$ cat config.mk
export PLATFORM = sky130hd
export DESIGN_NAME = esgs_window
export DESIGN_NICKNAME = d
export VERILOG_FILES = /design/src/hw/rtl/esgs_pkg.sv /design/src/hw/rtl/esgs_window.sv
export SDC_FILE = /design/constraint.sdc
export NUM_CORES = 1
export LEC_CHECK = 0
export CAP_MARGIN = 40
export CORE_ASPECT_RATIO = 0.9
export CORE_MARGIN = 3
export CORE_UTILIZATION = 40
export DETAILED_ROUTE_END_ITERATION = 7
export DONT_BUFFER_PORTS = 1
export GPL_TIMING_DRIVEN = 0
export SKIP_CTS_REPAIR_TIMING = 1
export SYNTH_ARGS = -nofsm -noshare
export SYNTH_HDL_FRONTEND = slang
export SYNTH_SLANG_ARGS = --single-unit
$ cat constraint.sdc
create_clock -name i_clk -period 7.76 [get_ports i_clk]
set_clock_uncertainty 0.1 [all_clocks]
set_input_delay 0.388 -clock i_clk [delete_from_list [all_inputs] [get_ports i_clk]]
set_output_delay 0.388 -clock i_clk [all_outputs]
set_load 0.01 [all_outputs]
$ cat src/hw/rtl/esgs_pkg.sv
// Shared types, widths and constants for the edge-selective Gaussian smoother.
// No dependencies; every other file of the block refers to this package by scoped names.
package esgs_pkg;

    // Line buffer depth and the counter range that bounds the effective frame width.
    localparam int MAX_WIDTH   = 1024;
    localparam int COUNT_LIMIT = 1024;
    localparam int LB_DEPTH    = (MAX_WIDTH < COUNT_LIMIT) ? MAX_WIDTH : COUNT_LIMIT;
    localparam int LB_AW       = $clog2(LB_DEPTH);

    localparam int POS_W     = 10;
    localparam int CFG_DIM_W = 11;
    localparam int THR_W     = 21;
    localparam int CFG_IDX_W = 2;
    localparam int CFG_DAT_W = 21;
    localparam int CH_W      = 8;
    localparam int PIX_W     = 3 * CH_W;
    localparam int NUM_CH    = 3;
    localparam int WIN_N     = 9;
    localparam int NBR_N     = 8;
    localparam int SQ_W      = 16;
    localparam int CHSUM_W   = 19;
    localparam int DSUM_W    = 21;
    localparam int ACC_W     = 12;

    // Smallest frame dimension the counters run with.
    localparam logic [CFG_DIM_W-1:0] MIN_DIM = CFG_DIM_W'(3);

    // Configuration register indexes.
    localparam logic [CFG_IDX_W-1:0] CFG_FRAME_WIDTH    = 2'd0;
    localparam logic [CFG_IDX_W-1:0] CFG_FRAME_HEIGHT   = 2'd1;
    localparam logic [CFG_IDX_W-1:0] CFG_EDGE_THRESHOLD = 2'd2;

    localparam logic [CFG_DIM_W-1:0] RST_FRAME_WIDTH    = 11'd640;
    localparam logic [CFG_DIM_W-1:0] RST_FRAME_HEIGHT   = 11'd480;
    localparam logic [THR_W-1:0]     RST_EDGE_THRESHOLD = 21'd325125;

    // 1-2-1 by 1-2-1 kernel, window in raster order, centre at index 4.
    localparam logic [2:0] GAUSS_W [WIN_N] = '{3'd1, 3'd2, 3'd1,
                                               3'd2, 3'd4, 3'd2,
                                               3'd1, 3'd2, 3'd1};
    localparam int CENTRE_IDX = 4;
    localparam int GAUSS_SH   = 4;

    typedef struct packed {
        logic [POS_W-1:0] out_x;
        logic [POS_W-1:0] out_y;
        logic             last;
    } t_meta;

    // A word held in the first pipeline stage.
    typedef struct packed {
        logic             valid;
        logic             emit;
        logic [PIX_W-1:0] px;
        t_meta            meta;
    } t_s1;

    // Channel 0 is red in the top byte, channel 2 is blue in the bottom byte.
    function automatic logic [CH_W-1:0] chan(input logic [PIX_W-1:0] px, input int idx);
        return px[PIX_W-1-CH_W*idx -: CH_W];
    endfunction

endpackage

$ cat src/hw/rtl/esgs_window.sv
// 3x3 pixel window: shifts in one column per word from the line buffers.
// Depends on esgs_pkg.
module esgs_window (
    input  logic                                      i_clk,
    input  logic                                      i_rst_n,
    input  esgs_pkg::t_s1                             i_s1,
    input  logic [esgs_pkg::PIX_W-1:0]                i_up,
    input  logic [esgs_pkg::PIX_W-1:0]                i_mid,
    input  logic                                      i_take,
    output logic                                      o_take,
    output logic                                      o_valid,
    output logic [esgs_pkg::WIN_N-1:0][esgs_pkg::PIX_W-1:0] o_win,
    output esgs_pkg::t_meta                           o_meta
);

    logic [esgs_pkg::WIN_N-1:0][esgs_pkg::PIX_W-1:0] r_win;
    esgs_pkg::t_meta                                 r_meta;
    logic                                            r_s2_v;
    logic                                            adv;

    assign o_take = !r_s2_v || i_take;
    assign adv    = i_s1.valid && o_take;

    always_ff @(posedge i_clk) begin
        if (!i_rst_n) begin
            r_s2_v <= 1'b0;
        end else if (o_take) begin
            r_s2_v <= i_s1.valid && i_s1.emit;
        end
    end

    // Every word shifts the window, also those at the border that report nothing.
    always_ff @(posedge i_clk) begin
        if (adv) begin
            for (int r = 0; r < 3; r++) begin
                r_win[r*3]     <= r_win[r*3+1];
                r_win[r*3 + 1] <= r_win[r*3+2];
            end
            r_win[2] <= i_up;
            r_win[5] <= i_mid;
            r_win[8] <= i_s1.px;
            r_meta   <= i_s1.meta;
        end
    end

    assign o_valid = r_s2_v;
    assign o_win   = r_win;
    assign o_meta  = r_meta;

    a_valid_source: assert property (@(posedge i_clk) disable iff (!i_rst_n)
        $rose(r_s2_v) |-> $past(i_s1.valid && i_s1.emit && o_take))
        else $error("window stage valid without an emitting word");

endmodule

==> summary.txt, run 1 <==
Status
  – Status: finished, final reports clean

Synthesis
  – Synth Area per Inst: 29.6 sq um
  – Register bit total from synthesis: 238
  – Synth unique cells: 6
  – Post-synthesis cell count: 242
  – Mapped Area: 7170 sq um
  – Synth warn: 0
  – Synth Net Count: 340
  – Sequential share of the synthesized area: 99.5%
  – Yosys top cell area share: 99.2%
  – Cell taking the most area after synthesis: edfxtp_1
  – Top post-synthesis cells by area: edfxtp_1, dfxtp_1, nand2b_4, a21boi_2, and2_4

Pwr
  – Worst vdd ir: 0.163 mV
  – Power Density: 303 nW/um^2
  – Leakage: 0.00315 uW

Worst hold path
  – Hold WC Path Type: input port to flip-flop

Global route
  – Total Routing Usage GR: 12.5%
  – Largest net degree at the start of global routing: 75
  – GRT overflow: 0
  – Global-route wire length before repair: 18100 um
  – Initial antenna violation count: 1
  – Vias in the first global route: 2527

Cells and area
  – Layout cells sized above 1: 12.1%
  – P&R area growth vs syn: 29.7%
  – Commonest non-fill, non-tap cell in the layout: edfxtp_1
  – Most frequent cells in the layout: edfxtp_1, dlygate4sd3_1, clkbuf_16
  – Final core utilization: 54.0%
  – Finished Cell Area: 9310 sq um
  – Final-stage net count: 463

Floorplanning
  – DIE AREA: 19600 sq um
  – I/O pins: 337
  – Core box area: 17200 sq um
  – Die width: 147 um
  – Die height: 133 um
  – Initial core utilization: 41.6%
  – Site Rows: 45

Clock tree
  – Inserted Clock Buffers: 23
  – Clock tree from TritonCTS: built
  – Clock root buffer: clkbuf_16
  – Clock tree buffer depth: 3
  – Insertion delay to the later sink of the worst-skew pair: 0.49 ns
  – Clk sinks: 238
  – Clock transition at path regs: 0.06 ns
  – H-Tree Depth: 1

Routing
  – DR WL/cell: 23.3 um
  – Via/cell ratio: 4.70
  – Antenna viol nets, final: 0
  – Drc violations: 0
  – 1st-iter DRT viols: 146
  – Via Count: 2899
  – Final wirelength: 14300 um
  – DRT Pass-1 Iters: 4

Place
  – Placer Congestion: 0.701
  – PortBufs: 0
  – HPWL after DPL: 9520 um
  – Placed cell areas: 7550 sq um

Flow run
  – Max-Cap Viols: 0

Timing
  – Final Cycle Share: 27.8%
  – Final min period: 2.16 ns
  – Count of pins over their slew limit: 0
  – Max frequency: 0.464 GHz
  – Slew headroom: 65.9%
  – Setup TNS Final: 0 ns
  – Setup violators final: 0
  – Final Hold Fails: 0
  – RSZ-0062 raised after global routing: no
  – Tightest Pin Transition: 0.512 ns

Worst setup path
  – Critical path's slowest cell: and2_4
  – CP peak stage delay: 0.49 ns
  – Setup Crit Path Kind: flip-flop to flip-flop
  – CP most frequent cell: buf_16
  – CP arrival: 2.21 ns
  – Required time of the critical path: 7.82 ns
  – Nature of the critical path startpoint: flip-flop
  – CP Capture Type: flip-flop
  – Cells along the critical path: nand2b_4 -> and2_4 -> buf_16 -> buf_16
  – Crit Path Max Fanout: 67
cells in the mapped netlist:
master    instances
and2_4            1
nand2_1           1
dfxtp_1           1
a21boi_2          1
edfxtp_1        237
nand2b_4          1
where the power goes:
part	switching (uW)	internal, uW
combinational	36.9	38.3
clock	447	700
sequential	86.8	1510
final cells by class:
cell class	count	area, sq um
antenna	1	2.50
tap	235	294
clock inverter	15	196
fill	1309	7920
clock buffer	26	607
multi-input combinational	4	37.5
timing repair buffer	98	1030
sequential	238	7140
critical path, delay by kind of cell (launching register included):
family	cells	cell delay, ns
buffers and inverters	2	0.66
DFF	1	0.36
and+or+nand+nor	2	0.61
metal layers:
metal | vias to the layer above | track usage [%] | part of all wire, %
met1 | 1396 | 12.3 | 32
li1 | 1237 | - | -
met2 | 238 | 20.3 | 50
met4 | 0 | 4.40 | 3.1
met5 | - | 0 | 0
met3 | 28 | 9.35 | 15
registers in the layout, indices dropped and copies added (netlist names):
register  cells
o_meta       21
o_win       216
o_valid       1
through the flow:
stage	cells	hold slack (ns)	setup WS (ns)	power (uW)
global route	617	0.299	5.48	2930
global placement	477	0.387	4.52	1660
CTS	521	-0.139	5.58	2820
finish	617	0.295	5.60	2820
floorplan	242	0.387	5.02	1630
detailed placement	480	0.387	5.53	1670
final timing paths:
kind / depth (start not counted) / start / slack [ns] / end
max: 4 / o_valid$_SDFFE_PN0P_ / 5.60 / o_win[17]$_DFFE_PP_
max reg2reg: 4 / o_valid$_SDFFE_PN0P_ / 5.60 / o_win[17]$_DFFE_PP_
min reg2reg: 0 / o_win[185]$_DFFE_PP_ / 0.43 / o_win[161]$_DFFE_PP_
min: 1 / i_s1[46] / 0.30 / o_win[143]$_DFFE_PP_
kinds of logic (layout without fill, tap and decap cells):
logic type | Yosys count | after routing | share of synthesized area [%]
DFF | 238 | 238 | 99.5
and+or+nand+nor | 3 | 3 | 0.366
AOI/OAI and AO/OA | 1 | 1 | 0.157
other | 0 | 1 | 0
buffers and inverters | 0 | 139 | 0
Power figures use the tool's default switching activity.
==> run 2: changes to the inputs <==
clock period = 1.9 ns   (was 7.76 ns; I/O delays follow)
==> run 2 against run 1 <==
Net effect:
- core utilization grew 0.33 points
- routed wire length grew 4.7%
- combinational power grew to 4.4 times the previous value
- die area is the same
- via count grew 1.5%
- fmax grew 18%
- final cell count grew 0.97%
- sequential share of layout area shrank 0.45 points
- clock power grew to 4.0 times the previous value
- critical endpoint is now o_win[23]$_DFFE_PP_
==> summary.txt, run 2 (synthesis results as in run 1) <==
Status
  – Status: finished, final reports clean

Worst setup path
  – Crit Path Max Fanout: 42
  – CP most frequent cell: buf_12
  – CP arrival: 1.89 ns
  – CP bufs+invs: 3
  – Reg2reg setup slack: 0.07 ns
  – Required time of the critical path: 1.97 ns
  – Depth of the worst register-to-register path: 5
  – CP Capture Type: flip-flop
  – Critical path's slowest cell: dfxtp_2
  – Delay-heaviest family, CP: buffers and inverters
  – Nature of the critical path startpoint: flip-flop
  – Setup Crit Path Kind: flip-flop to flip-flop
  – Reg2reg end: o_win[23]$_DFFE_PP_
  – Cells along the critical path: nand2b_4 -> and2_4 -> buf_12 -> buf_16 -> buf_12
  – Worst r2r src: o_valid$_SDFFE_PN0P_
  – CP peak stage delay: 0.36 ns

Timing
  – Tightest Pin Transition: 0.395 ns
  – Final Cycle Share: 96.2%
  – Max frequency: 0.547 GHz
  – Slew headroom: 73.7%
  – Final Hold Fails: 0
  – Final min period: 1.83 ns
  – Setup violators final: 0
  – Count of pins over their slew limit: 0

Pwr
  – Power Density: 1230 nW/um^2
  – Leakage: 0.00319 uW
  – Total power: 11500 uW
  – Worst vdd ir: 0.807 mV

Routing
  – Via/cell ratio: 4.72
  – Via Count: 2943
  – Antenna viol nets, final: 0
  – DRT Pass-1 Iters: 4
  – Drc violations: 0
  – DR WL/cell: 24.1 um
  – 1st-iter DRT viols: 147
  – Final wirelength: 15000 um

Place
  – HPWL after DPL: 9880 um
  – PortBufs: 0
  – Placed Cells: 481
  – Placer Congestion: 0.721

Global route
  – Global-route wire length before repair: 18800 um
  – Vias in the first global route: 2569
  – Initial antenna violation count: 0
  – Total Routing Usage GR: 13.1%
  – GRT overflow: 0
  – Largest net degree at the start of global routing: 74

Floorplanning
  – Site Rows: 45
  – DIE AREA: 19600 sq um
  – I/O pins: 337
  – Initial core utilization: 41.6%
  – Core box area: 17200 sq um
  – Die height: 133 um
  – Die width: 147 um

Cells and area
  – # diodes: 0
  – Final Non-Filler Cells: 623
  – Most frequent cells in the layout: edfxtp_1, dlygate4sd3_1, clkbuf_16
  – P&R area growth vs syn: 30.5%
  – Layout cells sized above 1: 11.9%
  – Max reg flops: 216
  – Final-stage net count: 470
  – Commonest non-fill, non-tap cell in the layout: edfxtp_1

Clock tree
  – Inserted Clock Buffers: 23
  – Clock tree buffer depth: 3
  – Clk sinks: 238
  – Clock root buffer: clkbuf_16
  – Clock transition at path regs: 0.06 ns
  – H-Tree Depth: 1
  – Insertion delay to the later sink of the worst-skew pair: 0.49 ns
  – Clock tree from TritonCTS: built

Worst hold path
  – Hold path depth: 3
  – HP Start: i_take
  – Hold Crit Endpoint: o_win[113]$_DFFE_PP_
  – Hold WC Path Type: input port to flip-flop

Flow run
  – Max-Cap Viols: 0
run 2: cell count changes in the layout (fill, tap and decap cells not counted), moves of 2 or more:
cell	delta
clkinvlp_4	-3
clkinv_1	+7
clkbuf_8	-2
buf_4	+3
buf_12	+2
clkinv_4	-2
run 2: routing by layer:
layer / part of all wire (%) / GRT usage [%]
met1: 32 / 12.5
met2: 51 / 22.2
met3: 15 / 9.28
met4: 2.4 / 4.14
met5: 0 / 0
run 2: metrics by stage:
stage	cell area, sq um	setup WS, ns	TNS (ns)	hold WS (ns)	utilization (%)
6_report	9360	0.0730	0	0.0508	54.4
5_1_grt	9360	-0.00309	-0.0315	0.0422	54.4
4_1_cts	8350	-0.354	-17.52	-0.434	48.5
3_5_place_dp	7560	-0.359	-18.05	0.0939	43.9
3_3_place_gp	7470	-1.25	-292.81	0.0939	43.4
2_1_floorplan	7180	-0.740	-175.35	0.0939	-
run 2: layout make-up:
type,count,area [sq um]
Tap cell,235,294
Timing Repair Buffer,104,1100
Multi-Input combinational cell,5,45.0
Clock buffer,24,579
Sequential cell,238,7140
Clock inverter,17,204
Fill cell,1307,7870
run 2: worst min-delay path, delay by kind of cell:
kind,cells,cell delay [ns]
simple gates,2,0.33
buf+inv,1,0.11
run 2: power by group:
group	internal (uW)	switching (uW)	total (uW)
Clock	2880	1770	4650
Sequential	6180	355	6540
Combinational	173	160	333
Total	9230	2290	11500
run 2: worst max-delay path by stage:
stage / from / to / slack [ns] / cells after the start
after global routing: o_valid$_SDFFE_PN0P_ / o_win[158]$_DFFE_PP_ / -0.003 / 5
after global placement: o_valid$_SDFFE_PN0P_ / o_win[74]$_DFFE_PP_ / -1.25 / 2
after CTS: o_valid$_SDFFE_PN0P_ / o_win[74]$_DFFE_PP_ / -0.35 / 5
after detailed placement: o_valid$_SDFFE_PN0P_ / o_win[74]$_DFFE_PP_ / -0.36 / 5
after floorplan: o_valid$_SDFFE_PN0P_ / o_meta[0]$_DFFE_PP_ / -0.74 / 2
final: o_valid$_SDFFE_PN0P_ / o_win[23]$_DFFE_PP_ / 0.07 / 5
