<file path="src/hw/rtl/esgs_pkg.sv">
// Shared types, widths and constants for the edge-selective Gaussian smoother.
// No dependencies; every other file of the block refers to this package by scoped names.
package esgs_pkg;

    // Line buffer depth and the counter range that bounds the effective frame width.
    localparam int MAX_WIDTH   = 1024;
    localparam int COUNT_LIMIT = 1024;
    localparam int LB_DEPTH    = (MAX_WIDTH < COUNT_LIMIT) ? MAX_WIDTH : COUNT_LIMIT;
    localparam int LB_AW       = $clog2(LB_DEPTH);

    localparam int POS_W     = 10;
    localparam int CFG_DIM_W = 11;
    localparam int THR_W     = 21;
    localparam int CFG_IDX_W = 2;
    localparam int CFG_DAT_W = 21;
    localparam int CH_W      = 8;
    localparam int PIX_W     = 3 * CH_W;
    localparam int NUM_CH    = 3;
    localparam int WIN_N     = 9;
    localparam int NBR_N     = 8;
    localparam int SQ_W      = 16;
    localparam int CHSUM_W   = 19;
    localparam int DSUM_W    = 21;
    localparam int ACC_W     = 12;

    // Smallest frame dimension the counters run with.
    localparam logic [CFG_DIM_W-1:0] MIN_DIM = CFG_DIM_W'(3);

    // Configuration register indexes.
    localparam logic [CFG_IDX_W-1:0] CFG_FRAME_WIDTH    = 2'd0;
    localparam logic [CFG_IDX_W-1:0] CFG_FRAME_HEIGHT   = 2'd1;
    localparam logic [CFG_IDX_W-1:0] CFG_EDGE_THRESHOLD = 2'd2;

    localparam logic [CFG_DIM_W-1:0] RST_FRAME_WIDTH    = 11'd640;
    localparam logic [CFG_DIM_W-1:0] RST_FRAME_HEIGHT   = 11'd480;
    localparam logic [THR_W-1:0]     RST_EDGE_THRESHOLD = 21'd325125;

    // 1-2-1 by 1-2-1 kernel, window in raster order, centre at index 4.
    localparam logic [2:0] GAUSS_W [WIN_N] = '{3'd1, 3'd2, 3'd1,
                                               3'd2, 3'd4, 3'd2,
                                               3'd1, 3'd2, 3'd1};
    localparam int CENTRE_IDX = 4;
    localparam int GAUSS_SH   = 4;

    typedef struct packed {
        logic [POS_W-1:0] out_x;
        logic [POS_W-1:0] out_y;
        logic             last;
    } t_meta;

    // A word held in the first pipeline stage.
    typedef struct packed {
        logic             valid;
        logic             emit;
        logic [PIX_W-1:0] px;
        t_meta            meta;
    } t_s1;

    // Channel 0 is red in the top byte, channel 2 is blue in the bottom byte.
    function automatic logic [CH_W-1:0] chan(input logic [PIX_W-1:0] px, input int idx);
        return px[PIX_W-1-CH_W*idx -: CH_W];
    endfunction

endpackage

</file>
<file path="src/hw/rtl/esgs_if.sv">


interface esgs_res_if;
    logic                          valid;
    logic                          ready;
    logic [esgs_pkg::POS_W-1:0]    out_x;
    logic [esgs_pkg::POS_W-1:0]    out_y;
    logic [esgs_pkg::CH_W-1:0]     red_out;
    logic [esgs_pkg::CH_W-1:0]     green_out;
    logic [esgs_pkg::CH_W-1:0]     blue_out;
    logic                          edge_found;
    logic                          frame_last;

    modport source (output valid, out_x, out_y, red_out, green_out, blue_out, edge_found,
                    frame_last, input ready);
    modport sink   (input valid, out_x, out_y, red_out, green_out, blue_out, edge_found,
                    frame_last, output ready);
endinterface


</file>
<file path="src/hw/rtl/esgs_filter.sv">
// Edge test and Gaussian average: squares, per-channel sums, then the threshold
// compare into the result register. Depends on esgs_pkg and esgs_res_if.
module esgs_filter (
    input  logic                                            i_clk,
    input  logic                                            i_rst_n,
    input  logic                                            i_valid,
    input  logic [esgs_pkg::WIN_N-1:0][esgs_pkg::PIX_W-1:0] i_win,
    input  esgs_pkg::t_meta                                 i_meta,
    input  logic [esgs_pkg::THR_W-1:0]                      i_threshold,
    output logic                                            o_take,
    esgs_res_if.source                                      o_res
);

    // Square stage
    logic                                                              r_s3_v;
    logic [esgs_pkg::NUM_CH-1:0][esgs_pkg::NBR_N-1:0][esgs_pkg::SQ_W-1:0] r_sq;
    logic [esgs_pkg::NUM_CH-1:0][esgs_pkg::ACC_W-1:0]                  r_acc3;
    logic [esgs_pkg::PIX_W-1:0]                                        r_ctr3;
    esgs_pkg::t_meta                                                   r_meta3;
    logic [esgs_pkg::NUM_CH-1:0][esgs_pkg::NBR_N-1:0][esgs_pkg::SQ_W-1:0] n_sq;
    logic [esgs_pkg::NUM_CH-1:0][esgs_pkg::ACC_W-1:0]                  n_acc;

    // Channel sum stage
    logic                                                r_s4_v;
    logic [esgs_pkg::NUM_CH-1:0][esgs_pkg::CHSUM_W-1:0]  r_chsum;
    logic [esgs_pkg::NUM_CH-1:0][esgs_pkg::ACC_W-1:0]    r_acc4;
    logic [esgs_pkg::PIX_W-1:0]                          r_ctr4;
    esgs_pkg::t_meta                                     r_meta4;
    logic [esgs_pkg::NUM_CH-1:0][esgs_pkg::CHSUM_W-1:0]  n_chsum;

    // Result register
    logic                        r_out_v;
    logic [esgs_pkg::POS_W-1:0]  r_out_x;
    logic [esgs_pkg::POS_W-1:0]  r_out_y;
    logic [esgs_pkg::PIX_W-1:0]  r_out_px;
    logic                        r_out_edge;
    logic                        r_out_last;
    logic [esgs_pkg::DSUM_W-1:0] dsum;
    logic                        edge_hit;
    logic [esgs_pkg::PIX_W-1:0]  smooth_px;

    logic en_out;
    logic en4;

    assign en_out = !r_out_v || o_res.ready;
    assign en4    = !r_s4_v || en_out;
    assign o_take = !r_s3_v || en4;

    // Absolute differences against the centre, squared, and the weighted channel sums.
    always_comb begin
        logic [esgs_pkg::CH_W-1:0] a;
        logic [esgs_pkg::CH_W-1:0] b;
        logic [esgs_pkg::CH_W-1:0] d;
        int                        k;
        for (int c = 0; c < esgs_pkg::NUM_CH; c++) begin
            b = esgs_pkg::chan(i_win[esgs_pkg::CENTRE_IDX], c);
            for (int j = 0; j < esgs_pkg::NBR_N; j++) begin
                k = (j < esgs_pkg::CENTRE_IDX) ? j : j + 1;
                a = esgs_pkg::chan(i_win[k], c);
                d = (a >= b) ? a - b : b - a;
                n_sq[c][j] = esgs_pkg::SQ_W'(d) * esgs_pkg::SQ_W'(d);
            end
            n_acc[c] = '0;
            for (int m = 0; m < esgs_pkg::WIN_N; m++) begin
                n_acc[c] = n_acc[c] + esgs_pkg::ACC_W'(esgs_pkg::GAUSS_W[m])
                                    * esgs_pkg::ACC_W'(esgs_pkg::chan(i_win[m], c));
            end
        end
    end

    always_comb begin
        for (int c = 0; c < esgs_pkg::NUM_CH; c++) begin
            n_chsum[c] = '0;
            for (int j = 0; j < esgs_pkg::NBR_N; j++) begin
                n_chsum[c] = n_chsum[c] + esgs_pkg::CHSUM_W'(r_sq[c][j]);
            end
        end
    end

    always_comb begin
        dsum = esgs_pkg::DSUM_W'(r_chsum[0]) + esgs_pkg::DSUM_W'(r_chsum[1])
             + esgs_pkg::DSUM_W'(r_chsum[2]);
        edge_hit = dsum > i_threshold;
        for (int c = 0; c < esgs_pkg::NUM_CH; c++) begin
            smooth_px[esgs_pkg::PIX_W-1-esgs_pkg::CH_W*c -: esgs_pkg::CH_W] =
                r_acc4[c][esgs_pkg::GAUSS_SH +: esgs_pkg::CH_W];
        end
    end

    always_ff @(posedge i_clk) begin
        if (!i_rst_n) begin
            r_s3_v  <= 1'b0;
            r_s4_v  <= 1'b0;
            r_out_v <= 1'b0;
        end else begin
            if (o_take) begin
                r_s3_v <= i_valid;
            end
            if (en4) begin
                r_s4_v <= r_s3_v;
            end
            if (en_out) begin
                r_out_v <= r_s4_v;
            end
        end
    end

    always_ff @(posedge i_clk) begin
        if (o_take && i_valid) begin
            r_sq    <= n_sq;
            r_acc3  <= n_acc;
            r_ctr3  <= i_win[esgs_pkg::CENTRE_IDX];
            r_meta3 <= i_meta;
        end
        if (en4 && r_s3_v) begin
            r_chsum <= n_chsum;
            r_acc4  <= r_acc3;
            r_ctr4  <= r_ctr3;
            r_meta4 <= r_meta3;
        end
        if (en_out && r_s4_v) begin
            r_out_x    <= r_meta4.out_x;
            r_out_y    <= r_meta4.out_y;
            r_out_last <= r_meta4.last;
            r_out_edge <= edge_hit;
            r_out_px   <= edge_hit ? smooth_px : r_ctr4;
        end
    end

    assign o_res.valid      = r_out_v;
    assign o_res.out_x      = r_out_x;
    assign o_res.out_y      = r_out_y;
    assign o_res.red_out    = esgs_pkg::chan(r_out_px, 0);
    assign o_res.green_out  = esgs_pkg::chan(r_out_px, 1);
    assign o_res.blue_out   = esgs_pkg::chan(r_out_px, 2);
    assign o_res.edge_found = r_out_edge;
    assign o_res.frame_last = r_out_last;

    a_no_drop_s4: assert property (@(posedge i_clk) disable iff (!i_rst_n)
        (r_s4_v && r_out_v && !o_res.ready) |=> (r_s4_v && $stable(r_chsum)))
        else $error("sum stage word dropped while the result was stalled");

endmodule

</file>
<file path="src/flat_wrapper.sv">
// flat-port wrapper written by rule: the top's interface ports become plain ports
module esgs_filter_flat 
  (i_clk, i_rst_n, i_valid, i_win, i_meta, i_threshold, o_take, o_res_valid, o_res_out_x, o_res_out_y, o_res_red_out, o_res_green_out, o_res_blue_out, o_res_edge_found, o_res_frame_last, o_res_ready);
  esgs_res_if o_res_i ();
  input  logic i_clk;
  input  logic i_rst_n;
  input  logic i_valid;
  input  logic [esgs_pkg::WIN_N-1:0][esgs_pkg::PIX_W-1:0] i_win;
  input  esgs_pkg::t_meta i_meta;
  input  logic [esgs_pkg::THR_W-1:0] i_threshold;
  output logic o_take;
  output wire logic [$bits(o_res_i.valid)-1:0] o_res_valid;
  output wire logic [$bits(o_res_i.out_x)-1:0] o_res_out_x;
  output wire logic [$bits(o_res_i.out_y)-1:0] o_res_out_y;
  output wire logic [$bits(o_res_i.red_out)-1:0] o_res_red_out;
  output wire logic [$bits(o_res_i.green_out)-1:0] o_res_green_out;
  output wire logic [$bits(o_res_i.blue_out)-1:0] o_res_blue_out;
  output wire logic [$bits(o_res_i.edge_found)-1:0] o_res_edge_found;
  output wire logic [$bits(o_res_i.frame_last)-1:0] o_res_frame_last;
  input wire logic [$bits(o_res_i.ready)-1:0] o_res_ready;
  assign o_res_valid = o_res_i.valid;
  assign o_res_out_x = o_res_i.out_x;
  assign o_res_out_y = o_res_i.out_y;
  assign o_res_red_out = o_res_i.red_out;
  assign o_res_green_out = o_res_i.green_out;
  assign o_res_blue_out = o_res_i.blue_out;
  assign o_res_edge_found = o_res_i.edge_found;
  assign o_res_frame_last = o_res_i.frame_last;
  assign o_res_i.ready = o_res_ready;
  esgs_filter u_core (.i_clk(i_clk), .i_rst_n(i_rst_n), .i_valid(i_valid), .i_win(i_win), .i_meta(i_meta), .i_threshold(i_threshold), .o_take(o_take), .o_res(o_res_i));
endmodule
</file>
<file path="config.mk">
export PLATFORM = sky130hd
export DESIGN_NAME = esgs_filter_flat
export DESIGN_NICKNAME = d
export VERILOG_FILES = /design/src/hw/rtl/esgs_pkg.sv /design/src/hw/rtl/esgs_if.sv /design/src/hw/rtl/esgs_filter.sv /design/src/flat_wrapper.sv
export SDC_FILE = /design/constraint.sdc
export NUM_CORES = 2
export LEC_CHECK = 0
export BUFFER_PORTS_ARGS = -buffer_cell sky130_fd_sc_hd__buf_4
export CAP_MARGIN = 25
export CORE_MARGIN = 4
export CORE_UTILIZATION = 60
export CTS_BUF_LIST = sky130_fd_sc_hd__clkbuf_16
export DETAILED_ROUTE_END_ITERATION = 7
export HOLD_SLACK_MARGIN = 0.05
export PLACE_DENSITY = 0.78
export SLEW_MARGIN = 20
export SYNTH_ARGS = -nofsm -noshare
export SYNTH_HDL_FRONTEND = slang
export SYNTH_SLANG_ARGS = --single-unit
</file>
<file path="constraint.sdc">
create_clock -name i_clk -period 39.8 [get_ports i_clk]
set_input_delay 3.98 -clock i_clk [delete_from_list [all_inputs] [get_ports i_clk]]
set_output_delay 3.98 -clock i_clk [all_outputs]
set_load 0.01 [all_outputs]
</file>
==> results by group <==
Logic synthesis
  – Xor-xnor portion of the synthesized cell area: under 10%
  – Post-Synth Adder-Cell Area: 42.42%
  – Post-synth design cell area: 86910 sq um
  – Netlist cell types: 77
  – Sequential area share after synthesis: 20.84%
  – Average footprint of a synthesized cell: 9.916 sq um
  – Synth Instances: 8764
  – Compound-gate portion of the synthesized area: 9.937%
  – #FFs+latches synth: about 600
  – Top_reg_cell synth: edfxtp_1
  – Number of flops mapped to enable cells by yosys: approximately 600
  – Largest family of logic cells by synthesized area: adder cells
  – Post-synthesis simple-gate area fraction: 8.977%
  – Warnings from Yosys: 0
  – FFs w/ async S/R, synth: 0%
  – Multiplexer area fraction after synthesis: 2.321%

Global route
  – GRT Overall Usage: 29.38%
  – GRT met2 Usage: between 40% and 50%
  – Grt peak-use layer: met2
  – Vias in the first global route: 65710
  – Largest net degree at the start of global routing: 113
  – Initial antenna violation count: 10
  – Met3 Use GR: 4.300%
  – First-pass GRT wire length: 351100 microns
  – GR Overflow Total: 0
  – Grt met1 use: 38.73%

Layout
  – Most frequent cells in the layout: inv_1 (1828), ha_1 (1316), fa_1 (1019)
  – Post-layout utilization of the core: 65.55%
  – P&R area growth vs syn: 8.478%
  – Fillers: 11300
  – Nets: 11720
  – Commonest non-fill, non-tap cell in the layout: inv_1
  – Register area: between 15000 and 20000 sq um
  – Footprint of the multi-input gates: 61740 sq um
  – Fraction of layout cells with a size suffix above 1: 6.927%

Setup path
  – Worst EP arrival: approximately 12 ns
  – Cell Chain, Critical Path: buf_4, clkinv_1, buf_16, fa_1, a31oi_1, a31oi_1, a211oi_4, mux2i_1, xor2_1, nor2_1, fa_1, fa_1, inv_1, fa_1, inv_1, fa_1, ha_1, or3_1, o21ai_0, a21oi_1, and4_1, a2111oi_0, a21oi_1, xor2_1
  – RR Startpoint: u_core.r_sq[3]$_DFFE_PP_
  – Required @ worst endpoint: approximately 40 ns
  – Worst reg2reg path depth: 21
  – R2R Setup Slk: 32.83 ns
  – Maximum fanout along the worst path: 18
  – FF-to-FF End: u_core.r_chsum[17]$_DFFE_PP_
  – Crit-path most repeated cell: fa_1
  – Setup CP Type: primary input to flop
  – CP max-delay cell: a2111oi_0
  – Worst setup startpoint: i_win[113]
  – Crit start category: primary input
  – Crit end category: flop
  – CP peak stage delay: just over 0.7 ns

Timing
  – Worst Slack Setup Final: 28.27 ns
  – Final slew viol count: 0
  – Hold Fails Final Rpt: 0
  – Final setup TNS: 0 ns
  – Clock skew after layout: 0.04412 ns
  – Fmax: slightly below 90 MHz
  – Final setup vio count: 0
  – Tightest Pin Transition: 1.024 ns
  – Unrepaired setup endpoints after global routing: false
  – Final min period: about 12 ns
  – Worst hold margin: 0.4101 ns
  – Period utilisation layout: 28.97%
  – Max_slew headroom: between 30% and 40%

Detailed routing
  – Routed WL per cell: approximately 20 microns
  – Drt first pass iters: 8
  – ANT nets after route: 0
  – Routed via count: 62790
  – DRC errors left: 0
  – DRT Wirelength: 219100 microns
  – DRT iter0 DRCs: 4298
  – Vias/cell: 5.663

Clock network
  – Htree depth: 3
  – Clock Sinks: 604
  – CTS Buffer Depth: 3
  – Total CTS buffers: 73
  – Worst-path clk slew: 0.07 ns
  – Hold Buf Count CTS: 0
  – CTS-repair resized insts: 0
  – Skew-Pair Late Insertion Delay: just over 0.7 ns
  – CTS tree: yes
  – Root Buffer: clkbuf_16
  – Postcts setup bufs: 0

Floorplan
  – Core ar.: between 100000 and 150000 sq um
  – IO Pins: 310
  – Row Count: 139
  – Overall die area: 151000 sq um
  – Die span in x: 388.6 microns
  – Initial Util: 60.42%
  – Die Span Y: 388.6 microns

Outcome
  – Outcome: finished clean

Placement
  – Detailed placement HPWL: around 180000 microns
  – Placer Congestion: roughly 0.95
  – # port buffers: approximately 310
  – Post-Place Setup Slack: 27.70 ns

Min path
  – Hold crit path type: flop to flop
  – Hold Path Depth: 0
  – Hold Crit Start: u_core.r_acc3[34]$_DFFE_PP_
  – Worst hold endpoint: u_core.r_acc4[34]$_DFFE_PP_

Job
  – Max Cap Viol: 0
-- cells in the mapped netlist (all sizes together) (12+ instances only) --
cell type     n  share of area (%)
inv        1824                7.9
ha         1316                 19
fa         1019                 23
nor2        898                3.9
edfxtp      601                 21
xnor2       493                5.1
a21oi       480                2.8
o21ai       221                1.3
xor2        213                2.1
a21o        208                1.8
mux2i       170                2.0
nand2       137               0.59
nand2b      134               0.96
nor3        112               0.64
o21a         89               0.77
nor2b        79               0.57
or2          79               0.57
clkbuf       75               0.32
and3         51               0.37
o21bai       51               0.44
nand3        50               0.29
a31oi        46               0.33
nand4        44               0.32
a211oi       43               0.58
or3          37               0.27
o31ai        35               0.30
mux2         28               0.36
a2111oi      19               0.19
and2         18               0.13
o211ai       18               0.16
o41ai        18               0.18
and4         15               0.15
a221o        13               0.15
nor4         12              0.086
o31a         12               0.12
-- metal layers --
metal / up-vias / part of all wire (%)
met5: - / 0.0096
met4: 4 / 3.9
met3: 406 / 6.4
met2: 1953 / 48
met1: 31040 / 42
li1: 29390 / -
-- sequential cells by signal, indices dropped and copies added, names as in the netlist --
name and flops:
u_core.r_acc4 24, u_core.o_res.valid 1, u_core.r_ctr4 24, u_core.o_res.edge_found 1, u_core.r_acc3 24, u_core.o_res.out_x 10
u_core.r_s4_v 1, u_core.r_sq 360, u_core.o_res.out_y 10, u_core.r_out_px 24, u_core.r_meta3 21, u_core.r_ctr3 24
u_core.r_chsum 57, u_core.r_meta4 21, u_core.r_s3_v 1, u_core.o_res.frame_last 1
-- final cells by class --
type	count	share of cell area [%]
tap	1903	2.526
clock buffer	73	1.938
multi-input combinational	6267	65.49
sequential	604	19.21
inverter	1824	7.262
clock inverter	61	0.7366
timing repair buffer	352	2.835
antenna	3	0.007963
-- through the flow --
stage / std cells / area [sq um]
after global routing: 11080 / 94270
after global placement: 10950 / 91680
after floorplan: 8774 / 86940
final: 11090 / 94280
after detailed placement: 10950 / 91690
after CTS: 11080 / 94210
-- worst max-delay path, delay by kind of cell --
kind                       cells  cell delay [ns]
adders and majority gates      6             2.78
AOI/OAI and AO/OA              7             2.01
buffers and inverters          5             1.24
xor gates and xnor gates       2             0.84
and+or+nand+nor                3             0.80
muxes                          1             0.28
-- worst max path at each step --
stage                                  endpoint  slack [ns]
CTS                   u_core.r_sq[79]$_DFFE_PP_       28.43
global placement      u_core.r_sq[95]$_DFFE_PP_       28.03
finish                u_core.r_sq[79]$_DFFE_PP_       28.27
floorplan           u_core.r_acc3[10]$_DFFE_PP_       13.05
global route          u_core.r_sq[79]$_DFFE_PP_       27.90
detailed placement    u_core.r_sq[79]$_DFFE_PP_       27.70
-- logic make-up (layout without fill, tap and decap cells) --
group                    Yosys count  after routing
AO/OA/AOI/OAI                   1335           1335
XOR/XNOR                         706            706
adder cells (fa/ha/maj)         2335           2335
buffers and inverters           1903           2310
flip-flops                       604            604
multiplexers                     198            198
other                              2             15
AND/OR/NAND/NOR                 1681           1681
Power is left out: the tool's default activity adds up to more than one toggle a clock period on the data nets, which glitch-free logic cannot reach.
