### src/hw/rtl/esgs_pkg.sv
// Shared types, widths and constants for the edge-selective Gaussian smoother.
// No dependencies; every other file of the block refers to this package by scoped names.
package esgs_pkg;

    // Line buffer depth and the counter range that bounds the effective frame width.
    localparam int MAX_WIDTH   = 1024;
    localparam int COUNT_LIMIT = 1024;
    localparam int LB_DEPTH    = (MAX_WIDTH < COUNT_LIMIT) ? MAX_WIDTH : COUNT_LIMIT;
    localparam int LB_AW       = $clog2(LB_DEPTH);

    localparam int POS_W     = 10;
    localparam int CFG_DIM_W = 11;
    localparam int THR_W     = 21;
    localparam int CFG_IDX_W = 2;
    localparam int CFG_DAT_W = 21;
    localparam int CH_W      = 8;
    localparam int PIX_W     = 3 * CH_W;
    localparam int NUM_CH    = 3;
    localparam int WIN_N     = 9;
    localparam int NBR_N     = 8;
    localparam int SQ_W      = 16;
    localparam int CHSUM_W   = 19;
    localparam int DSUM_W    = 21;
    localparam int ACC_W     = 12;

    // Smallest frame dimension the counters run with.
    localparam logic [CFG_DIM_W-1:0] MIN_DIM = CFG_DIM_W'(3);

    // Configuration register indexes.
    localparam logic [CFG_IDX_W-1:0] CFG_FRAME_WIDTH    = 2'd0;
    localparam logic [CFG_IDX_W-1:0] CFG_FRAME_HEIGHT   = 2'd1;
    localparam logic [CFG_IDX_W-1:0] CFG_EDGE_THRESHOLD = 2'd2;

    localparam logic [CFG_DIM_W-1:0] RST_FRAME_WIDTH    = 11'd640;
    localparam logic [CFG_DIM_W-1:0] RST_FRAME_HEIGHT   = 11'd480;
    localparam logic [THR_W-1:0]     RST_EDGE_THRESHOLD = 21'd325125;

    // 1-2-1 by 1-2-1 kernel, window in raster order, centre at index 4.
    localparam logic [2:0] GAUSS_W [WIN_N] = '{3'd1, 3'd2, 3'd1,
                                               3'd2, 3'd4, 3'd2,
                                               3'd1, 3'd2, 3'd1};
    localparam int CENTRE_IDX = 4;
    localparam int GAUSS_SH   = 4;

    typedef struct packed {
        logic [POS_W-1:0] out_x;
        logic [POS_W-1:0] out_y;
        logic             last;
    } t_meta;

    // A word held in the first pipeline stage.
    typedef struct packed {
        logic             valid;
        logic             emit;
        logic [PIX_W-1:0] px;
        t_meta            meta;
    } t_s1;

    // Channel 0 is red in the top byte, channel 2 is blue in the bottom byte.
    function automatic logic [CH_W-1:0] chan(input logic [PIX_W-1:0] px, input int idx);
        return px[PIX_W-1-CH_W*idx -: CH_W];
    endfunction

endpackage

### src/hw/rtl/esgs_if.sv
// Handshake interfaces of the smoother: pixel input, result output and configuration writes.
// Depends on esgs_pkg for field widths.
interface esgs_pix_if;
    logic                          valid;
    logic                          ready;
    logic [esgs_pkg::CH_W-1:0]     red_in;
    logic [esgs_pkg::CH_W-1:0]     green_in;
    logic [esgs_pkg::CH_W-1:0]     blue_in;
    logic                          frame_start;

    modport source (output valid, red_in, green_in, blue_in, frame_start, input ready);
    modport sink   (input valid, red_in, green_in, blue_in, frame_start, output ready);
endinterface


### src/hw/rtl/esgs_ctrl.sv
// Input stage: position counters, frame wrap and the first pipeline register.
// Depends on esgs_pkg and the pixel interface in esgs_if.sv.
module esgs_ctrl (
    input  logic                               i_clk,
    input  logic                               i_rst_n,
    esgs_pix_if.sink                           i_pix,
    input  logic [esgs_pkg::CFG_DIM_W-1:0]     i_frame_width,
    input  logic [esgs_pkg::CFG_DIM_W-1:0]     i_frame_height,
    input  logic                               i_take,
    output esgs_pkg::t_s1                      o_s1,
    output logic                               o_rd_en,
    output logic [esgs_pkg::LB_AW-1:0]         o_rd_col
);

    logic [esgs_pkg::POS_W-1:0]     r_col;
    logic [esgs_pkg::POS_W-1:0]     r_row;
    logic [esgs_pkg::POS_W-1:0]     n_col;
    logic [esgs_pkg::POS_W-1:0]     n_row;
    logic                           r_s1_v;
    logic                           r_s1_emit;
    logic [esgs_pkg::PIX_W-1:0]     r_s1_px;
    esgs_pkg::t_meta                r_s1_meta;

    logic [esgs_pkg::POS_W-1:0]     x;
    logic [esgs_pkg::POS_W-1:0]     y;
    logic [esgs_pkg::CFG_DIM_W-1:0] eff_w;
    logic [esgs_pkg::CFG_DIM_W-1:0] eff_h;
    logic [esgs_pkg::CFG_DIM_W-1:0] x_inc;
    logic [esgs_pkg::CFG_DIM_W-1:0] y_inc;
    logic                           col_wrap;
    logic                           row_wrap;
    logic                           accept;

    assign i_pix.ready = !r_s1_v || i_take;
    assign accept      = i_pix.valid && i_pix.ready;

    // Register values outside the supported range are clamped.
    always_comb begin
        if (i_frame_width < esgs_pkg::MIN_DIM) begin
            eff_w = esgs_pkg::MIN_DIM;
        end else if (i_frame_width > esgs_pkg::CFG_DIM_W'(esgs_pkg::LB_DEPTH)) begin
            eff_w = esgs_pkg::CFG_DIM_W'(esgs_pkg::LB_DEPTH);
        end else begin
            eff_w = i_frame_width;
        end
        if (i_frame_height < esgs_pkg::MIN_DIM) begin
            eff_h = esgs_pkg::MIN_DIM;
        end else if (i_frame_height > esgs_pkg::CFG_DIM_W'(esgs_pkg::COUNT_LIMIT)) begin
            eff_h = esgs_pkg::CFG_DIM_W'(esgs_pkg::COUNT_LIMIT);
        end else begin
            eff_h = i_frame_height;
        end
    end

    always_comb begin
        x        = i_pix.frame_start ? '0 : r_col;
        y        = i_pix.frame_start ? '0 : r_row;
        x_inc    = {1'b0, x} + esgs_pkg::CFG_DIM_W'(1);
        y_inc    = {1'b0, y} + esgs_pkg::CFG_DIM_W'(1);
        col_wrap = x_inc >= eff_w;
        row_wrap = y_inc >= eff_h;
        if (col_wrap) begin
            n_col = '0;
            n_row = row_wrap ? '0 : y_inc[esgs_pkg::POS_W-1:0];
        end else begin
            n_col = x_inc[esgs_pkg::POS_W-1:0];
            n_row = y;
        end
    end

    always_ff @(posedge i_clk) begin
        if (!i_rst_n) begin
            r_col  <= '0;
            r_row  <= '0;
            r_s1_v <= 1'b0;
        end else begin
            if (accept) begin
                r_col <= n_col;
                r_row <= n_row;
            end
            if (accept) begin
                r_s1_v <= 1'b1;
            end else if (i_take) begin
                r_s1_v <= 1'b0;
            end
        end
    end

    always_ff @(posedge i_clk) begin
        if (accept) begin
            r_s1_px         <= {i_pix.red_in, i_pix.green_in, i_pix.blue_in};
            r_s1_emit       <= (x >= esgs_pkg::POS_W'(2)) && (y >= esgs_pkg::POS_W'(2));
            r_s1_meta.out_x <= x - esgs_pkg::POS_W'(1);
            r_s1_meta.out_y <= y - esgs_pkg::POS_W'(1);
            r_s1_meta.last  <= col_wrap && row_wrap;
        end
    end

    assign o_s1.valid = r_s1_v;
    assign o_s1.emit  = r_s1_emit;
    assign o_s1.px    = r_s1_px;
    assign o_s1.meta  = r_s1_meta;
    assign o_rd_en    = accept;
    assign o_rd_col   = esgs_pkg::LB_AW'(x);

    // A pixel that opens a frame sits at the top-left corner and has no window yet.
    a_start_no_emit: assert property (@(posedge i_clk) disable iff (!i_rst_n)
        (accept && i_pix.frame_start) |=> (r_s1_v && !r_s1_emit))
        else $error("frame start pixel marked as emitting");

    a_hold_stalled: assert property (@(posedge i_clk) disable iff (!i_rst_n)
        (r_s1_v && !i_take) |=> (r_s1_v && $stable(r_s1_px) && $stable(r_s1_meta)))
        else $error("stalled first-stage word lost or changed");

endmodule

### src/flat_wrapper.sv
// flat-port wrapper written by rule: the top's interface ports become plain ports
module esgs_ctrl_flat 
  (i_clk, i_rst_n, i_frame_width, i_frame_height, i_take, o_s1, o_rd_en, o_rd_col, i_pix_valid, i_pix_red_in, i_pix_green_in, i_pix_blue_in, i_pix_frame_start, i_pix_ready);
  esgs_pix_if i_pix_i ();
  input  logic i_clk;
  input  logic i_rst_n;
  input  logic [esgs_pkg::CFG_DIM_W-1:0] i_frame_width;
  input  logic [esgs_pkg::CFG_DIM_W-1:0] i_frame_height;
  input  logic i_take;
  output esgs_pkg::t_s1 o_s1;
  output logic o_rd_en;
  output logic [esgs_pkg::LB_AW-1:0] o_rd_col;
  input wire logic [$bits(i_pix_i.valid)-1:0] i_pix_valid;
  input wire logic [$bits(i_pix_i.red_in)-1:0] i_pix_red_in;
  input wire logic [$bits(i_pix_i.green_in)-1:0] i_pix_green_in;
  input wire logic [$bits(i_pix_i.blue_in)-1:0] i_pix_blue_in;
  input wire logic [$bits(i_pix_i.frame_start)-1:0] i_pix_frame_start;
  output wire logic [$bits(i_pix_i.ready)-1:0] i_pix_ready;
  assign i_pix_i.valid = i_pix_valid;
  assign i_pix_i.red_in = i_pix_red_in;
  assign i_pix_i.green_in = i_pix_green_in;
  assign i_pix_i.blue_in = i_pix_blue_in;
  assign i_pix_i.frame_start = i_pix_frame_start;
  assign i_pix_ready = i_pix_i.ready;
  esgs_ctrl u_core (.i_clk(i_clk), .i_rst_n(i_rst_n), .i_pix(i_pix_i), .i_frame_width(i_frame_width), .i_frame_height(i_frame_height), .i_take(i_take), .o_s1(o_s1), .o_rd_en(o_rd_en), .o_rd_col(o_rd_col));
endmodule
### config.mk
export PLATFORM = sky130hd
export DESIGN_NAME = esgs_ctrl_flat
export DESIGN_NICKNAME = d
export VERILOG_FILES = /design/src/hw/rtl/esgs_pkg.sv /design/src/hw/rtl/esgs_if.sv /design/src/hw/rtl/esgs_ctrl.sv /design/src/flat_wrapper.sv
export SDC_FILE = /design/constraint.sdc
export NUM_CORES = 1
export LEC_CHECK = 0
export BUFFER_PORTS_ARGS = -buffer_cell sky130_fd_sc_hd__buf_2
export CAP_MARGIN = 20
export CORE_ASPECT_RATIO = 0.6
export CORE_MARGIN = 3
export CORE_UTILIZATION = 39
export DETAILED_ROUTE_END_ITERATION = 10
export HOLD_SLACK_MARGIN = 0.12
export PLACE_DENSITY = 0.74
export SYNTH_ARGS = -nofsm -noshare
export SYNTH_HDL_FRONTEND = slang
export SYNTH_SLANG_ARGS = --single-unit
### constraint.sdc
create_clock -name i_clk -period 4.4 [get_ports i_clk]
set_clock_uncertainty 0.15 [all_clocks]
set_input_delay 0.22 -clock i_clk [delete_from_list [all_inputs] [get_ports i_clk]]
set_output_delay 0.22 -clock i_clk [all_outputs]
set_load 0.005 [all_outputs]
==> results of run 1 <==
-- power by group through the flow --
stage | clock (uW) | combinational (uW) | sequential (uW)
CTS | 825 | 162 | 709
global placement | 0 | 136 | 721
global route | 848 | 179 | 711
finish | 812 | 162 | 710
floorplan | 0 | 73.5 | 724
detailed placement | 0 | 142 | 722
-- what timing repair did --
action | CTS | global route
hold buffers | 27 | 0
resized for setup | 0 | 0
setup buffers | 0 | 0
endpoints found under the hold margin | 27 | 0
-- Yosys cell counts, drive strengths merged, types with 2 or more instances --
cell	count	share of area (%)
o211ai	5	1.0
xnor2	14	3.3
a21o	3	0.60
a21oi	14	1.9
nand2b	3	0.50
a31oi	2	0.33
and2	3	0.50
xor2	12	2.8
a22o	7	1.6
inv	12	1.2
dfxtp	21	11
nor3	12	1.6
nor4	6	1.0
nand2	62	6.2
nand4	7	1.2
nor2b	12	2.0
o2bb2ai	7	1.6
or4	3	0.70
and3	9	1.5
o21ai	14	1.9
nand3	11	1.5
and4b	2	0.54
nor2	16	1.6
edfxtp	46	37
buf	7	2.1
clkinv	2	0.20
o22ai	2	0.33
or3	5	0.97
clkbuf	9	0.90
ha	28	9.4
-- worst min-delay path, cell delays in order --
cell and delay, ns:
buf_2 0.10, nor2b_1 0.08, xnor2_1 0.15
-- state kept, by name, summed over array words and instances, names as in the netlist --
signal,count
u_core.r_s1_px,24
u_core.o_s1,21
u_core.r_row,10
u_core.r_s1_v,1
u_core.r_s1_emit,1
u_core.r_col,10
-- layer usage --
metal	vias to the layer above	part of all wire (%)
met5	-	0
met4	0	0.92
met3	9	9.3
met2	166	40
met1	1549	50
li1	1605	-
-- path summary, 6_finish.rpt --
check	slack [ns]	to
setup / recovery	0.92	u_core.r_col[5]
hold / removal	0.18	u_core.o_s1[14]
setup reg to reg	0.92	u_core.r_col[5]
hold reg to reg	0.33	u_core.r_col[0]
-- stage by stage --
| step | cell area (um^2) | total power, uW | setup slack (ns) |
|---|---|---|---|
| global route | 4950 | 1740 | 0.644 |
| CTS | 4950 | 1700 | 0.947 |
| finish | 4950 | 1680 | 0.919 |
| detailed placement | 4340 | 863 | 0.687 |
| global placement | 4340 | 858 | 0.852 |
| floorplan | 3740 | 798 | 1.16 |
-- kinds of logic (layout without fill, tap and decap cells) --
kind of cell / after synthesis / count (layout)
AO/OA/AOI/OAI: 62 / 62
buffers and inverters: 30 / 167
XOR/XNOR: 26 / 26
adder cells (fa/ha/maj): 28 / 28
multiplexers: 1 / 1
flip-flops: 67 / 67
AND/OR/NAND/NOR: 154 / 154
-- area by class of cell --
cell class / instances / area, um^2 / share of cell area, %
inverters: 14 / 52.6 / 1.06
clock inverters: 6 / 115 / 2.32
well taps: 126 / 158 / 3.18
repair buffers: 138 / 831 / 16.8
flip-flops and latches: 67 / 1800 / 36.4
multi-input cells: 271 / 1770 / 35.7
clock buffers: 9 / 225 / 4.55
==> results.yml, run 1 <==
clock_tree:
  h-tree-depth: 3
  clk_pin_slew_ns: 0.05
  root_buffer: "clkbuf_16"
  clockBufferDepth: 2
  clk_latency_ns: 0.33
  clock-sinks: 67
  cts_tree: "yes"
  cts_buffers: 9
setup_path:
  cp_data_required_time_ns: 4.52
  crit_type: "flop to flop"
  startpoint: "u_core.r_col[2]"
  arrival_ns: 3.60
  crit_path_top_delay_cell: "nor2b_1"
  cp.depth: 10
  crit_fanout: 8
  cpPeakStageDelay_ns: 0.48
  r2r_start: "u_core.r_col[2]"
  worstSetupEndpointType: "flop"
  cp_top_family: "simple AND/OR/NAND/NOR gates"
  crit_buf_inv: 0
  crit_chain: "nor2b_1, nand4_1, or4_1, xnor2_1, ha_1, nand3_1, nor3_1, a21oi_1, and3_1, a22o_1"
  reg2reg_depth: 10
  worstSetupStartpointType: "flop"
cells_and_area:
  drive_gt1_share_pct: 26.3
  final_cell_mix: "buf_2 (109), nand2_1 (62), edfxtp_1 (46)"
  layout.cells.non_filler: 631
  fin_util_pct: 55.5
  fin_nets: 580
  final_common_cell: "buf_2"
  fill_cells: 790
  area.growth.synth_to_final_pct: 32.5
  antenna_cells: 0
global_routing:
  use_met2_pct: 26.7
  grt_overflow_total: 0
  antenna_found_initial: 0
  grt_busiest_layer: "met1"
  grt_first_pass_wirelength_um: 16000
  grt_pass1_vias: 3084
  grt_max_degree: 51
  grt.total_usage_pct: 18.7
  grt_use_met1_pct: 27.0
  met3_usage_pct: 5.69
synth:
  synth_mux_area_share_pct: 0.301
  synth_cell_types: 47
  synthAdderAreaFrac_pct: 9.38
  synthesis.area_um2: 3740
  yosys_register_bits: 67
  synth_flop_cell: "edfxtp_1"
  yosys.area_share.simple_pct: 20.5
  synth_edf_count: 46
  async_flop_share_pct: 0
  synth_top_family_by_area: "simple AND/OR/NAND/NOR gates"
  seq_area_frac_synth_pct: 48.2
  synthCells: 368
  synth_compound_area_share_pct: 11.1
  syn_area_per_cell_um2: 10.2
  yosysWarnings: 0
  synth_xor_xnor_area_share_pct: 6.10
  synth_nets: 447
power_and_ir_drop:
  netSwitchingFraction_pct: 21.2
  clkPwrFrac_pct: 48.2
  vdd_drop_max_uv: 151
  power_density_nw_per_um2: 340
  p_comb_share_pct: 9.6
  internal-power_uw: 1330
  seq_power_share_pct: 42.2
  p_leak_uw: 0.00213
  p_switching_uw: 356
hold_path:
  holdCritPathClass: "input port to flop"
  hold_depth: 3
  worstHoldStart: "i_pix_frame_start"
floorplan:
  rows: 26
  fp.dieH_um: 81.8
  die_area_um2: 10800
  start_util_pct: 41.9
  ios: 110
  core_area_um2: 8910
  die_w_um: 132
place:
  portBuffers: 109
  gp_congestion: 0.883
  place_inst: 589
  dp_hpwl_um: 7480
sta:
  relSlewSlack_pct: 31.2
  setup_viol: 0
  min_period_over_period_pct: 79.1
  rsz0062_at_grt: "false"
  setup_tns_ns: 0
  period_minus_slack_ns: 3.48
  tightest_slew_ns: 1.03
  maxSlewViolCount: 0
  holdWs_ns: 0.175
  hold_viol: 0
  fmax_ghz: 0.287
route:
  wire_per_inst_um: 16.0
  wirelength_um: 10100
  via_count: 3329
  first_iter_violations: 321
  firstDrtPassIters: 5
  post_drt_via_cell_ratio: 5.28
  ant_nets: 0
  drc_errors: 0
status:
  status: "completed"
run:
  cap_violations: 0
No activity file was read; power rests on OpenSTA's default activity.
==> run 2, diff against run 1 <==
--- a/config.mk
+++ b/config.mk
@@ -12,7 +12,7 @@
 export CORE_UTILIZATION = 39
 export DETAILED_ROUTE_END_ITERATION = 10
 export HOLD_SLACK_MARGIN = 0.12
-export PLACE_DENSITY = 0.74
+export PLACE_DENSITY = 0.76
 export SYNTH_ARGS = -nofsm -noshare
 export SYNTH_HDL_FRONTEND = slang
 export SYNTH_SLANG_ARGS = --single-unit
==> constraint.sdc (replaced) <==
create_clock -name i_clk -period 2.94 [get_ports i_clk]
set_clock_uncertainty 0.15 [all_clocks]
set_input_delay 0.147 -clock i_clk [delete_from_list [all_inputs] [get_ports i_clk]]
set_output_delay 0.147 -clock i_clk [all_outputs]
set_load 0.005 [all_outputs]
==> results.yml, run 2 (synthesis results as in run 1) <==
clock_tree:
  cts_buffers: 9
  clock-sinks: 67
  cts_setup_buffers: 0
  h-tree-depth: 3
  root_buffer: "clkbuf_16"
  clk_pin_slew_ns: 0.05
  cts_tree: "yes"
  clockBufferDepth: 2
  clk_latency_ns: 0.33
cells_and_area:
  largest_reg_flops: 24
  final_common_cell: "buf_2"
  fill_cells: 747
  final_cell_mix: "buf_2 (109), nand2_1 (61), edfxtp_1 (46)"
  antenna_cells: 0
  regMostFlops: "u_core.r_s1_px"
  fin_nets: 614
  area.growth.synth_to_final_pct: 43.7
  fin_util_pct: 60.2
  drive_gt1_share_pct: 36.5
route:
  via_count: 3450
  post_drt_via_cell_ratio: 5.18
  wire_per_inst_um: 16.1
  first_iter_violations: 252
  firstDrtPassIters: 5
  drc_errors: 0
  wirelength_um: 10800
  ant_nets: 0
setup_path:
  cp_data_required_time_ns: 2.99
  reg2reg_depth: 11
  arrival_ns: 2.90
  crit_fanout: 5
  startpoint: "u_core.r_col[4]"
  rr_endpoint: "u_core.r_row[8]"
  worstSetupEndpointType: "flop"
  crit_end: "u_core.r_row[8]"
  crit_type: "flop to flop"
  r2r_start: "u_core.r_col[4]"
  reg2reg_setup_slack_ns: 0.09
  worstSetupStartpointType: "flop"
global_routing:
  grt_first_pass_wirelength_um: 16800
  antenna_found_initial: 0
  grt_max_degree: 28
  grt_overflow_total: 0
  grt.total_usage_pct: 19.7
  grt_pass1_vias: 3239
sta:
  fmax_ghz: 0.351
  maxSlewViolCount: 0
  timing.final.ws_setup_ns: 0.0895
  min_period_over_period_pct: 97.0
  tightest_slew_ns: 0.571
  rsz0062_at_grt: "true"
  hold_viol: 0
  period_minus_slack_ns: 2.85
  setup_viol: 0
  relSlewSlack_pct: 61.9
place:
  place_ws_ns: -0.143
  gp_congestion: 0.929
  portBuffers: 109
  dp_hpwl_um: 7810
floorplan:
  die_w_um: 132
  fp.dieH_um: 81.8
  core_area_um2: 8910
  start_util_pct: 41.9
  ios: 110
  rows: 26
  die_area_um2: 10800
run:
  cap_violations: 0
power_and_ir_drop:
  p_leak_uw: 0.00230
  vdd_drop_max_uv: 238
  power_density_nw_per_um2: 439
hold_path:
  holdCritPathClass: "input port to flop"
status:
  status: "completed"
==> run 2: cell count changes in the layout (fill, tap and decap cells not counted), moves of 4 or more <==
cell | before | now
and3_4 | 0 | 4
buf_4 | 2 | 33
dfxtp_1 | 21 | 17
dfxtp_2 | 0 | 4
ha_1 | 28 | 22
ha_4 | 0 | 5
==> run 2: critical path: stages, from the launching register on <==
cell and delay, ns:
dfxtp_1 0.32, and4b_1 0.25, nand4_1 0.18, or4_4 0.47, xnor2_2 0.22, ha_4 0.24
nand3_1 0.09, nand2_1 0.10, a21o_1 0.17, o211ai_1 0.25, buf_4 0.20, o211ai_1 0.08
==> run 2: metrics by stage <==
step                instances  area, um^2  power [uW]  hold slack, ns  TNS (ns)
floorplan                 368        3750        1200          0.0959         0
global placement          622        4620        1300           0.174     -1.06
detailed placement        622        4620        1310           0.176     -1.77
CTS                       665        5190        2370           0.158         0
global route              666        5370        2450           0.187    -0.298
finish                    666        5370        2360           0.182         0
==> run 2: routing by layer <==
layer | vias up | routed length (um) | global-route usage, %
met2 | 160 | 4480 | 29.8
met1 | 1623 | 5210 | 28.1
met3 | 6 | 1020 | 5.51
met5 | - | 0 | 0
met4 | 0 | 46 | 4.56
li1 | 1661 | - | -
==> run 2: cell type report <==
cell class                 instances  area [um^2]  area share (%)
sequential                        67         1810            33.7
timing repair buffer             172         1110            20.8
inverter                          14         52.6           0.979
multi-input combinational        271         1950            36.3
clock inverter                     5         53.8            1.00
tap                              126          158            2.94
clock buffer                      11          233            4.33
==> run 2: power breakdown <==
group          switching [uW]  internal, uW
clock                     371           652
sequential               12.2          1050
combinational             142           129
total                     526          1830
==> run 2: repair_timing <==
action,CTS,global route
hold buffers,27,0
endpoints found under the setup margin,13,21
pin swaps,0,17
cloned,0,1
endpoints found under the hold margin,29,0
gates resized for setup,4,34
==> run 2: worst min-delay path by stage <==
stage / cells after the start / startpoint / slack (ns) / end
after floorplan: 0 / i_pix_blue_in[0] / 0.1 / u_core.r_s1_px[0]
after global placement: 1 / i_pix_blue_in[2] / 0.17 / u_core.r_s1_px[2]
after detailed placement: 1 / i_pix_blue_in[0] / 0.18 / u_core.r_s1_px[0]
after CTS: 4 / i_pix_frame_start / 0.16 / u_core.o_s1[11]
after global routing: 4 / i_pix_frame_start / 0.19 / u_core.o_s1[11]
final: 4 / i_pix_frame_start / 0.18 / u_core.o_s1[11]
